$ cat src/hw/rtl/xs128_pkg.sv
// ============================================================================
// xs128_pkg
// Shared types and constants of the xorshift128 random generator.
// ============================================================================
`default_nettype none

package xs128_pkg;

    localparam int unsigned WORD_W    = 32;
    localparam int unsigned PCT_W     = 7;
    localparam int unsigned NUM_WORDS = 4;

    localparam logic [1:0] OP_RESEED = 2'd0;
    localparam logic [1:0] OP_RAW    = 2'd1;
    localparam logic [1:0] OP_RANGE  = 2'd2;
    localparam logic [1:0] OP_PROB   = 2'd3;

    localparam logic [WORD_W-1:0] SEED_MULT    = 32'd1812433253;
    localparam int unsigned       SEED_SHIFT   = 30;
    localparam int unsigned       SHIFT_A      = 11;
    localparam int unsigned       SHIFT_B      = 19;
    localparam int unsigned       SHIFT_C      = 8;
    localparam logic [WORD_W-1:0] PERCENT_SPAN = 32'd100;
    localparam logic [PCT_W-1:0]  PERCENT_MAX  = 7'd100;

    typedef struct packed {
        logic              start;
        logic [WORD_W-1:0] dividend;
        logic [WORD_W-1:0] divisor;
    } div_req_t;

    typedef struct packed {
        logic              done;
        logic [WORD_W-1:0] remainder;
    } div_rsp_t;

endpackage

`default_nettype wire

$ cat src/hw/rtl/xs128_req_if.sv
// ============================================================================
// xs128_req_if
// Request channel: one word holds an operation and its operands.
// ============================================================================
`default_nettype none

interface xs128_req_if;

    logic              valid;
    logic              ready;
    logic [1:0]        operation;
    logic signed [31:0] range_min;
    logic signed [31:0] range_max;
    logic [6:0]        percent;

    modport source (
        output valid, operation, range_min, range_max, percent,
        input  ready
    );

    modport sink (
        input  valid, operation, range_min, range_max, percent,
        output ready
    );

endinterface

`default_nettype wire

$ cat src/hw/rtl/xs128_rsp_if.sv
// ============================================================================
// xs128_rsp_if
// Response channel: one word holds the result of one operation.
// ============================================================================
`default_nettype none

interface xs128_rsp_if;

    logic               valid;
    logic               ready;
    logic signed [31:0] value;
    logic               decision;
    logic               error;

    modport source (
        output valid, value, decision, error,
        input  ready
    );

    modport sink (
        input  valid, value, decision, error,
        output ready
    );

endinterface

`default_nettype wire

$ cat src/hw/rtl/xs128_divider.sv
// ============================================================================
// xs128_divider
// Radix-2 restoring divider that returns the remainder.
// ============================================================================
`default_nettype none

module xs128_divider (
    input  wire logic              clk,
    input  wire logic              rst_n,
    input  xs128_pkg::div_req_t    div_req,
    output xs128_pkg::div_rsp_t    div_rsp
);

    logic [4:0]  count_reg;
    logic        busy_reg;
    logic        done_reg;
    logic [31:0] rem_reg;
    logic [31:0] quo_reg;
    logic [31:0] divisor_reg;

    logic [32:0] trial;
    logic [33:0] diff;
    logic [31:0] rem_next;

    always_comb
    begin
        trial = {rem_reg, quo_reg[31]};
        diff  = {1'b0, trial} - {2'b00, divisor_reg};
        if (diff[33])
        begin
            rem_next = trial[31:0];
        end
        else
        begin
            rem_next = diff[31:0];
        end
    end

    always_ff @(posedge clk or negedge rst_n)
    begin
        if (!rst_n)
        begin
            count_reg <= '0;
            busy_reg  <= 1'b0;
            done_reg  <= 1'b0;
        end
        else
        begin
            done_reg <= 1'b0;
            if (div_req.start)
            begin
                busy_reg  <= 1'b1;
                count_reg <= '0;
            end
            else if (busy_reg)
            begin
                count_reg <= count_reg + 5'd1;
                if (count_reg == 5'd31)
                begin
                    busy_reg <= 1'b0;
                    done_reg <= 1'b1;
                end
            end
        end
    end

    always_ff @(posedge clk)
    begin
        if (div_req.start)
        begin
            rem_reg     <= '0;
            quo_reg     <= div_req.dividend;
            divisor_reg <= div_req.divisor;
        end
        else if (busy_reg)
        begin
            rem_reg <= rem_next;
            quo_reg <= {quo_reg[30:0], 1'b0};
        end
    end

    assign div_rsp.done      = done_reg;
    assign div_rsp.remainder = rem_reg;

endmodule

`default_nettype wire

$ cat src/hw/rtl/xorshift128_random_generator_unit.sv
// ============================================================================
// xorshift128_random_generator_unit
// Xorshift128 generator with reseed, raw, range and probability draws.
// ============================================================================
// Requests arrive on req and each one gives exactly one word on rsp.
// The user must write the seed register through cfg_we and cfg_wdata
// only while idle; the block itself does not enforce this. A reseed
// runs on one 32-bit multiplier, one generator word per cycle, and
// emits its word once all four are written. A raw draw steps the
// generator once, then emits its word. Range and probability draws run
// the draw through a shared radix-2 divider for its remainder, and this
// divider sets the throughput; a range with max <= min skips it.
// The block takes one request at a time; req.ready is high only while
// it is idle, and a new request may be taken while the last word still
// waits on rsp. If the receiver stalls, the finished word holds in the
// output register and the next result waits until it is taken.
// Reset clears the seed register and all four generator words, so an
// unseeded generator draws zero, and drops any word not yet delivered.
// ============================================================================
`default_nettype none

module xorshift128_random_generator_unit (
    input  wire logic         clk,
    input  wire logic         rst_n,
    input  wire logic         cfg_we,
    input  wire logic [31:0]  cfg_wdata,
    xs128_req_if.sink         req,
    xs128_rsp_if.source       rsp
);

    typedef enum logic [2:0] {
        ST_IDLE,
        ST_SEED,
        ST_STEP,
        ST_DIV,
        ST_EMIT
    } state_t;

    state_t             state_reg;
    logic [1:0]         seed_idx_reg;
    logic [31:0]        seed_reg;
    logic [31:0]        mix_reg;
    logic [31:0]        words_reg [xs128_pkg::NUM_WORDS];

    logic [1:0]         op_reg;
    logic signed [31:0] min_reg;
    logic signed [31:0] max_reg;
    logic [6:0]         pct_reg;

    logic [31:0]        res_value_reg;
    logic               res_decision_reg;
    logic               res_error_reg;

    logic               rsp_valid_reg;
    logic [31:0]        rsp_value_reg;
    logic               rsp_decision_reg;
    logic               rsp_error_reg;

    logic [31:0]        seed_mix;
    logic [31:0]        seed_prod;
    logic [31:0]        step_t;
    logic [31:0]        draw;
    logic [32:0]        span;
    logic               span_bad;
    logic [6:0]         pct_clamped;

    xs128_pkg::div_req_t div_req;
    xs128_pkg::div_rsp_t div_rsp;

    xs128_divider u_divider (
        .clk     (clk),
        .rst_n   (rst_n),
        .div_req (div_req),
        .div_rsp (div_rsp)
    );

    always_comb
    begin
        seed_mix  = mix_reg ^ (mix_reg >> xs128_pkg::SEED_SHIFT);
        seed_prod = 32'(seed_mix * xs128_pkg::SEED_MULT) + {30'd0, seed_idx_reg};

        step_t = words_reg[0] ^ (words_reg[0] << xs128_pkg::SHIFT_A);
        draw   = (words_reg[3] ^ (words_reg[3] >> xs128_pkg::SHIFT_B))
               ^ (step_t ^ (step_t >> xs128_pkg::SHIFT_C));

        span     = {max_reg[31], max_reg} - {min_reg[31], min_reg};
        span_bad = span[32] || (span == 33'd0);

        if (pct_reg > xs128_pkg::PERCENT_MAX)
        begin
            pct_clamped = xs128_pkg::PERCENT_MAX;
        end
        else
        begin
            pct_clamped = pct_reg;
        end

        div_req.start    = (state_reg == ST_STEP)
                        && ((op_reg == xs128_pkg::OP_PROB)
                        || ((op_reg == xs128_pkg::OP_RANGE) && !span_bad));
        div_req.dividend = draw;
        if (op_reg == xs128_pkg::OP_RANGE)
        begin
            div_req.divisor = span[31:0];
        end
        else
        begin
            div_req.divisor = xs128_pkg::PERCENT_SPAN;
        end
    end

    always_ff @(posedge clk or negedge rst_n)
    begin
        if (!rst_n)
        begin
            state_reg     <= ST_IDLE;
            seed_idx_reg  <= '0;
            seed_reg      <= '0;
            rsp_valid_reg <= 1'b0;
            for (int i = 0; i < xs128_pkg::NUM_WORDS; i++)
            begin
                words_reg[i] <= '0;
            end
        end
        else
        begin
            if (cfg_we)
            begin
                seed_reg <= cfg_wdata;
            end
            if (rsp.ready && (state_reg != ST_EMIT))
            begin
                rsp_valid_reg <= 1'b0;
            end

            case (state_reg)
                ST_IDLE:
                begin
                    if (req.valid)
                    begin
                        seed_idx_reg <= '0;
                        if (req.operation == xs128_pkg::OP_RESEED)
                        begin
                            state_reg <= ST_SEED;
                        end
                        else
                        begin
                            state_reg <= ST_STEP;
                        end
                    end
                end
                ST_SEED:
                begin
                    words_reg[seed_idx_reg] <= seed_prod;
                    seed_idx_reg            <= seed_idx_reg + 2'd1;
                    if (seed_idx_reg == 2'd3)
                    begin
                        state_reg <= ST_EMIT;
                    end
                end
                ST_STEP:
                begin
                    words_reg[0] <= words_reg[1];
                    words_reg[1] <= words_reg[2];
                    words_reg[2] <= words_reg[3];
                    words_reg[3] <= draw;
                    if (div_req.start)
                    begin
                        state_reg <= ST_DIV;
                    end
                    else
                    begin
                        state_reg <= ST_EMIT;
                    end
                end
                ST_DIV:
                begin
                    if (div_rsp.done)
                    begin
                        state_reg <= ST_EMIT;
                    end
                end
                ST_EMIT:
                begin
                    if (!rsp_valid_reg || rsp.ready)
                    begin
                        rsp_valid_reg <= 1'b1;
                        state_reg     <= ST_IDLE;
                    end
                end
                default:
                begin
                    state_reg <= ST_IDLE;
                end
            endcase
        end
    end

    always_ff @(posedge clk)
    begin
        case (state_reg)
            ST_IDLE:
            begin
                if (req.valid)
                begin
                    op_reg  <= req.operation;
                    min_reg <= req.range_min;
                    max_reg <= req.range_max;
                    pct_reg <= req.percent;
                    mix_reg <= seed_reg;
                end
            end
            ST_SEED:
            begin
                mix_reg          <= seed_prod;
                res_value_reg    <= '0;
                res_decision_reg <= 1'b0;
                res_error_reg    <= 1'b0;
            end
            ST_STEP:
            begin
                res_decision_reg <= 1'b0;
                if (op_reg == xs128_pkg::OP_RAW)
                begin
                    res_value_reg <= draw;
                    res_error_reg <= 1'b0;
                end
                else if ((op_reg == xs128_pkg::OP_RANGE) && span_bad)
                begin
                    res_value_reg <= min_reg;
                    res_error_reg <= 1'b1;
                end
                else
                begin
                    res_value_reg <= '0;
                    res_error_reg <= 1'b0;
                end
            end
            ST_DIV:
            begin
                if (div_rsp.done)
                begin
                    if (op_reg == xs128_pkg::OP_RANGE)
                    begin
                        res_value_reg <= min_reg + div_rsp.remainder;
                    end
                    else
                    begin
                        res_decision_reg <= (pct_clamped <= div_rsp.remainder[6:0]);
                    end
                end
            end
            ST_EMIT:
            begin
                if (!rsp_valid_reg || rsp.ready)
                begin
                    rsp_value_reg    <= res_value_reg;
                    rsp_decision_reg <= res_decision_reg;
                    rsp_error_reg    <= res_error_reg;
                end
            end
            default:
            begin
            end
        endcase
    end

    assign req.ready    = (state_reg == ST_IDLE);
    assign rsp.valid    = rsp_valid_reg;
    assign rsp.value    = rsp_value_reg;
    assign rsp.decision = rsp_decision_reg;
    assign rsp.error    = rsp_error_reg;

endmodule

`default_nettype wire

$ cat src/flat_wrapper.sv
// flat-port wrapper written by rule: the top's interface ports become plain ports
module xorshift128_random_generator_unit_flat 
  (clk, rst_n, cfg_we, cfg_wdata, req_valid, req_operation, req_range_min, req_range_max, req_percent, req_ready, rsp_valid, rsp_value, rsp_decision, rsp_error, rsp_ready);
  xs128_req_if req_i ();
  xs128_rsp_if rsp_i ();
  input  wire logic clk;
  input  wire logic rst_n;
  input  wire logic cfg_we;
  input  wire logic [31:0] cfg_wdata;
  input wire logic [$bits(req_i.valid)-1:0] req_valid;
  input wire logic [$bits(req_i.operation)-1:0] req_operation;
  input wire logic [$bits(req_i.range_min)-1:0] req_range_min;
  input wire logic [$bits(req_i.range_max)-1:0] req_range_max;
  input wire logic [$bits(req_i.percent)-1:0] req_percent;
  output wire logic [$bits(req_i.ready)-1:0] req_ready;
  output wire logic [$bits(rsp_i.valid)-1:0] rsp_valid;
  output wire logic [$bits(rsp_i.value)-1:0] rsp_value;
  output wire logic [$bits(rsp_i.decision)-1:0] rsp_decision;
  output wire logic [$bits(rsp_i.error)-1:0] rsp_error;
  input wire logic [$bits(rsp_i.ready)-1:0] rsp_ready;
  assign req_i.valid = req_valid;
  assign req_i.operation = req_operation;
  assign req_i.range_min = req_range_min;
  assign req_i.range_max = req_range_max;
  assign req_i.percent = req_percent;
  assign req_ready = req_i.ready;
  assign rsp_valid = rsp_i.valid;
  assign rsp_value = rsp_i.value;
  assign rsp_decision = rsp_i.decision;
  assign rsp_error = rsp_i.error;
  assign rsp_i.ready = rsp_ready;
  xorshift128_random_generator_unit u_core (.clk(clk), .rst_n(rst_n), .cfg_we(cfg_we), .cfg_wdata(cfg_wdata), .req(req_i), .rsp(rsp_i));
endmodule
$ cat config.mk
export PLATFORM = sky130hd
export DESIGN_NAME = xorshift128_random_generator_unit_flat
export DESIGN_NICKNAME = d
export VERILOG_FILES = /design/src/hw/rtl/xs128_pkg.sv /design/src/hw/rtl/xs128_req_if.sv /design/src/hw/rtl/xs128_rsp_if.sv /design/src/hw/rtl/xs128_divider.sv /design/src/hw/rtl/xorshift128_random_generator_unit.sv /design/src/flat_wrapper.sv
export SDC_FILE = /design/constraint.sdc
export NUM_CORES = 1
export LEC_CHECK = 0
export BUFFER_PORTS_ARGS = -buffer_cell sky130_fd_sc_hd__buf_2
export CAP_MARGIN = 20
export CELL_PAD_IN_SITES_DETAIL_PLACEMENT = 1
export CELL_PAD_IN_SITES_GLOBAL_PLACEMENT = 1
export CORE_MARGIN = 4
export CORE_UTILIZATION = 45
export CTS_CLUSTER_SIZE = 30
export DETAILED_ROUTE_END_ITERATION = 8
export PLACE_DENSITY_LB_ADDON = 0.3
export SLEW_MARGIN = 20
export SYNTH_ARGS = -nofsm -noshare
export SYNTH_HDL_FRONTEND = slang
export SYNTH_SLANG_ARGS = --single-unit
export TNS_END_PERCENT = 1
$ cat constraint.sdc
create_clock -name clk -period 7.65 [get_ports clk]
set_input_delay 0.765 -clock clk [delete_from_list [all_inputs] [get_ports clk]]
set_output_delay 0.765 -clock clk [all_outputs]
set_load 0.005 [all_outputs]
==> flow_summary.json, run 1 <==
{
  "maxCapViolCount": 0,
  "start_kind": "register",
  "postCtsResizedCells": 0,
  "tns_ns": 0,
  "hold_violations": 0,
  "synth_top_cell_by_area": "edfxtp_1",
  "layout-drive-gt1-share": 0.113,
  "numClockSinks": 442,
  "grt_pass1_vias": 26000,
  "synth_commonest_cells": "inv_1, ha_1, edfxtp_1, o21ai_0, nand2_1",
  "cts_tree": "done",
  "numCtsBuffers": 53,
  "dieArea_sq_mm": 0.0739,
  "synth_nets": 3585,
  "fin_ws_ns": 0.335,
  "rsz0062_at_grt": "no",
  "drc_errors": 0,
  "setup_viol_count_final": 0,
  "synth_top_family_by_area": "adder cells",
  "synth_xor_area_frac": 0.0632,
  "synth-edff-count": 237,
  "max_freq_mhz": 137,
  "cts-root-buf": "clkbuf_16",
  "port_buffers": 145,
  "layout.nets": 3725,
  "num_antenna_cells": 0,
  "cp.required_ns": 8.10,
  "synthDistinctLibCells": 78,
  "cp_max_fo": 10,
  "dr.pass1.iters": 7,
  "synth_most_common_cell": "inv_1",
  "yosysTopAreaCellShare": 0.227,
  "routedWlPerCell_um": 22.8,
  "synth_area_sq_mm": 0.0313,
  "antenna_found_initial": 1,
  "cts_hold_buf": 0,
  "fp.dieW_um": 272,
  "h-tree-depth": 2,
  "synth_mux_area_frac": 0.0295,
  "worstPathArrival_ns": 7.77,
  "endpoint_kind": "register",
  "yosys-top-cells-area": "edfxtp_1, dfrtp_1, ha_1",
  "initial_utilization": 0.455,
  "synth_seq_cells": 442,
  "synthToLayoutAreaGrowth_pct": 11.6,
  "hpwlAfterDp_um": 73600,
  "relSlewSlack": 0.261,
  "fillerInstances": 7583,
  "io_pins": 146,
  "syn_area_per_cell_sq_um": 10.4,
  "finClkSkew_ns": 0.0209,
  "synth_compound_area_frac": 0.156,
  "largest_reg_flops": 128,
  "critPathTopFamily": "adder cells",
  "ant_nets": 0,
  "cts_setup_buffers": 0,
  "outcome": "completed",
  "critical_path_class": "reg2reg",
  "overflow": 0,
  "place_congestion": 0.941,
  "routed_wl_um": 94100,
  "maxSlewViolCount": 0,
  "fin_crit_ns": 7.31,
  "cpPeakStageDelay_ns": 0.62,
  "synthAdderAreaFrac": 0.224,
  "worst_pin_slew_ns": 1.11,
  "period_share": 0.956,
  "grt_use_total": 0.253,
  "grt_max_degree": 103,
  "yosysSeqAreaShare": 0.386,
  "clock_path_buffers": 3,
  "path_buf_inv": 7,
  "pre_cts_ws_ns": 0.447,
  "die_h_um": 272,
  "synth_flop_cell": "edfxtp_1",
  "num_vias": 23500,
  "row_count": 96,
  "grt_pass1_wl_um": 148000,
  "avgViaCountPerCell": 5.70,
  "fp.coreArea_sq_mm": 0.0688,
  "insertion_delay_ns": 0.62,
  "yosys.area_share.simple": 0.0808,
  "slowest_stage": "edfxtp_1",
  "drt-initial-drc-count": 1303,
  "async_flop_share": 0.391,
  "yosysWarningCount": 0,
  "hold_path_class": "in2async",
  "syn_inst": 3003,
  "clk_pin_slew_ns": 0.06
}
-- worst register-to-register path: cells and delay by family, from the launching register on --
kind	cells	cell delay (ns)
simple gates	2	0.50
fa+ha+maj	9	4.06
buf+inv	7	0.57
flops	1	0.62
xor+xnor	1	0.28
compound gates	6	1.15
-- stage by stage --
step / cells / utilization / cell area (sq um) / hold WS, ns
CTS: 4118 / 0.508 / 34900 / 0.240
detailed placement: 4019 / 0.482 / 33200 / 0.409
global route: 4118 / 0.508 / 34900 / 0.283
finish: 4118 / 0.508 / 34900 / 0.223
global placement: 4019 / 0.482 / 33200 / 0.403
floorplan: 3003 / - / 31300 / 0.400
-- final cells by class --
type	count	area, sq um	area share
Tap cell	931	1160	0.0333
Inverter	387	1460	0.0416
Sequential cell	442	12100	0.346
Clock buffer	69	1440	0.0411
Clock inverter	30	315	0.00902
Timing Repair Buffer	186	1040	0.0299
Multi-Input combinational cell	2073	17400	0.499
-- metal layers --
layer / GRT usage / routed length, um
met1: 0.292 / 37100
met5: 0 / 0
met3: 0.0275 / 3130
met2: 0.475 / 49300
met4: 0.108 / 4600
-- cell families after synthesis --
family | after synthesis
buffers and inverters | 488
DFF | 442
adders and majority gates | 472
xor gates and xnor gates | 226
AOI/OAI and AO/OA | 750
muxes | 81
and+or+nand+nor | 544
-- cell usage in the layout (no fill, tap or decap), types with 82 or more instances in the layout --
master / synthesis / final
a21oi_1: 123 / 119
a22oi_1: 95 / 95
buf_2: 14 / 144
dfrtp_1: 173 / 172
edfxtp_1: 237 / 237
fa_1: 149 / 149
ha_1: 323 / 323
inv_1: 386 / 385
nand2_1: 179 / 176
nor2_1: 159 / 159
o21ai_0: 237 / 237
xnor2_1: 144 / 144
xor2_1: 82 / 82
-- final timing paths --
kind                                                        startpoint                                        end  slack (ns)  depth (start not counted)
worst min-delay path                                             rst_n  u_core.u_divider.count_reg[2]$_DFFE_PN0P_        0.22                          1
worst max-delay path                       u_core.mix_reg[9]$_DFFE_PP_           u_core.words_reg[31]$_DFFE_PN0P_        0.34                         25
worst min register to register  u_core.res_value_reg[26]$_SDFFCE_PN0P_             u_core.rsp.value[26]$_DFFE_PP_        0.42                          0
worst max register to register             u_core.mix_reg[9]$_DFFE_PP_           u_core.words_reg[31]$_DFFE_PN0P_        0.34                         25
max in group asynchronous                                        rst_n            u_core.seed_reg[22]$_DFFE_PN0P_        6.04                          2
min in group clk                                     req_range_min[28]               u_core.min_reg[28]$_DFFE_PP_        0.31                          1
Power of run 1 is left out: the tool's default activity adds up to more than one toggle a clock period on the data nets, which glitch-free logic cannot reach.
==> run 2, diff against run 1 <==
--- a/config.mk
+++ b/config.mk
@@ -5,7 +5,6 @@
 export SDC_FILE = /design/constraint.sdc
 export NUM_CORES = 1
 export LEC_CHECK = 0
-export BUFFER_PORTS_ARGS = -buffer_cell sky130_fd_sc_hd__buf_2
 export CAP_MARGIN = 20
 export CELL_PAD_IN_SITES_DETAIL_PLACEMENT = 1
 export CELL_PAD_IN_SITES_GLOBAL_PLACEMENT = 1
@@ -13,6 +12,7 @@
 export CORE_UTILIZATION = 45
 export CTS_CLUSTER_SIZE = 30
 export DETAILED_ROUTE_END_ITERATION = 8
+export DONT_BUFFER_PORTS = 1
 export PLACE_DENSITY_LB_ADDON = 0.3
 export SLEW_MARGIN = 20
 export SYNTH_ARGS = -nofsm -noshare
==> run 2 against run 1 <==
  * Non-clock buffer count shrank 139
  * Critical path depth is the same
  * Final cell count shrank 3.4%
  * Sequential share of layout area grew 0.62 points
  * Design area shrank 1.8%
  * Clock skew grew 0.025 ns
  * Via count shrank 2.7%
  * Fmax grew 1.7%
  * Highest routed layer unchanged
  * Wire length shrank 0.89%
==> flow_summary.json, run 2 (synthesis gave the netlist of run 1 again) <==
{
  "outcome": "completed",
  "fin_crit_ns": 7.19,
  "antenna_found_initial": 3,
  "maxCapViolCount": 0,
  "grt_max_degree": 174,
  "numClockSinks": 442,
  "num_antenna_cells": 0,
  "ant_nets": 0,
  "cts-root-buf": "clkbuf_16",
  "num_vias": 22800,
  "avgViaCountPerCell": 5.74,
  "grt_pass1_wl_um": 145000,
  "layout-drive-gt1-share": 0.0719,
  "drc_errors": 0,
  "place_congestion": 0.948,
  "period_share": 0.940,
  "maxSlewViolCount": 0,
  "start_kind": "register",
  "final_cell_mix": "inv_1, ha_1, o21ai_0, edfxtp_1, nand2_1",
  "h-tree-depth": 2,
  "endpoint_kind": "register",
  "fp.coreArea_sq_mm": 0.0688,
  "critical_path_class": "reg2reg",
  "cp_max_fo": 7,
  "hold_path_class": "in2async",
  "routedWlPerCell_um": 23.5,
  "hpwlAfterDp_um": 72000,
  "numCtsBuffers": 52,
  "io_pins": 146,
  "worst_pin_slew_ns": 1.12,
  "max_freq_mhz": 139,
  "cp.required_ns": 7.96,
  "overflow": 0,
  "dr.pass1.iters": 6,
  "final_common_cell": "inv_1",
  "clock_path_buffers": 3,
  "cts_tree": "done",
  "r2r_end": "u_core.mix_reg[24]$_DFFE_PP_",
  "drt-initial-drc-count": 1440,
  "port_buffers": 0,
  "grt_pass1_vias": 25400,
  "hold_violations": 0,
  "synthToLayoutAreaGrowth_pct": 9.62,
  "finClkSkew_ns": 0.0463,
  "die_h_um": 272,
  "routed_wl_um": 93300,
  "largest_reg_flops": 128,
  "rsz0062_at_grt": "no",
  "reg2regPathDepth": 25,
  "insertion_delay_ns": 0.63,
  "fp.dieW_um": 272,
  "initial_utilization": 0.455,
  "reg2reg_slack_ns": 0.46,
  "rr_startpoint": "u_core.mix_reg[12]$_DFFE_PP_",
  "relSlewSlack": 0.250,
  "grt_use_total": 0.252,
  "layout.nets": 3585,
  "critical_path.startpoint": "u_core.mix_reg[12]$_DFFE_PP_",
  "tns_ns": 0,
  "postCtsResizedCells": 0,
  "clk_pin_slew_ns": 0.06,
  "setup_viol_count_final": 0,
  "dieArea_sq_mm": 0.0739,
  "row_count": 96,
  "worstPathArrival_ns": 7.50
}
run 2: cell types whose count changed in the layout (fill, tap and decap cells not counted), sizes merged:
cell / change
clkinvlp: -1
clkinv: +1
inv: -4
buf: -139
bufinv: +1
run 2: critical path, stage by stage, from the launching register on:
cell      delay (ns)
edfxtp_1        0.53
ha_1            0.34
ha_1            0.29
fa_1            0.50
inv_1           0.06
fa_1            0.55
inv_1           0.06
fa_1            0.49
inv_1           0.05
fa_1            0.47
inv_1           0.06
fa_1            0.54
inv_1           0.06
fa_1            0.52
inv_1           0.05
ha_1            0.38
a21o_1          0.22
a21oi_1         0.16
nor2_1          0.05
nor3_1          0.15
o21ai_0         0.17
a41o_1          0.31
o21ai_0         0.18
nand2b_1        0.10
xnor2_1         0.40
o21ai_0         0.19
run 2: worst max-delay path by stage:
stage / end / cells after the start
6_report: u_core.mix_reg[24]$_DFFE_PP_ / 25
4_1_cts: u_core.mix_reg[24]$_DFFE_PP_ / 25
3_3_place_gp: u_core.words_reg[28]$_DFFE_PN0P_ / 26
2_1_floorplan: u_core.mix_reg[28]$_DFFE_PP_ / 25
3_5_place_dp: u_core.mix_reg[24]$_DFFE_PP_ / 25
5_1_grt: u_core.words_reg[31]$_DFFE_PN0P_ / 26
run 2: final cells by class:
type                            instances  area (sq um)
Clock inverter                         27           332
Tap cell                              931          1160
Sequential cell                       442         12100
Fill cell                            7522         34500
Timing Repair Buffer                   47           373
Clock buffer                           69          1470
Multi-Input combinational cell       2073         17400
Inverter                              387          1460
run 2: stage by stage:
step           std cells  hold WS, ns  worst slack, ns   util  instance area, sq um
6_report            3976       0.0693            0.461  0.499                 34300
5_1_grt             3976        0.140           0.0906  0.499                 34300
4_1_cts             3972        0.148            0.350  0.498                 34300
3_5_place_dp        3875        0.406            0.431  0.472                 32500
3_3_place_gp        3875        0.403            0.534  0.472                 32500
2_1_floorplan       3003        0.400            0.743      -                 31300
run 2: metal layers:
metal  part of all wire  track usage  routed length, um  vias up
li1                   -            -                  -    10600
met1               0.39        0.291              36700    11500
met2               0.53        0.471              49000      518
met3              0.032       0.0260               3030      200
met4              0.048        0.110               4460        0
met5                  0            0                  0        -
run 2: repair_timing:
item / 4_1_cts / 5_1_grt
hold buffers: 1 / 0
endpoints found under the setup margin: 0 / 5
hold endpoints to repair: 173 / 0
buffers inserted: 0 / 4
Power of run 2 is left out for the same reason.
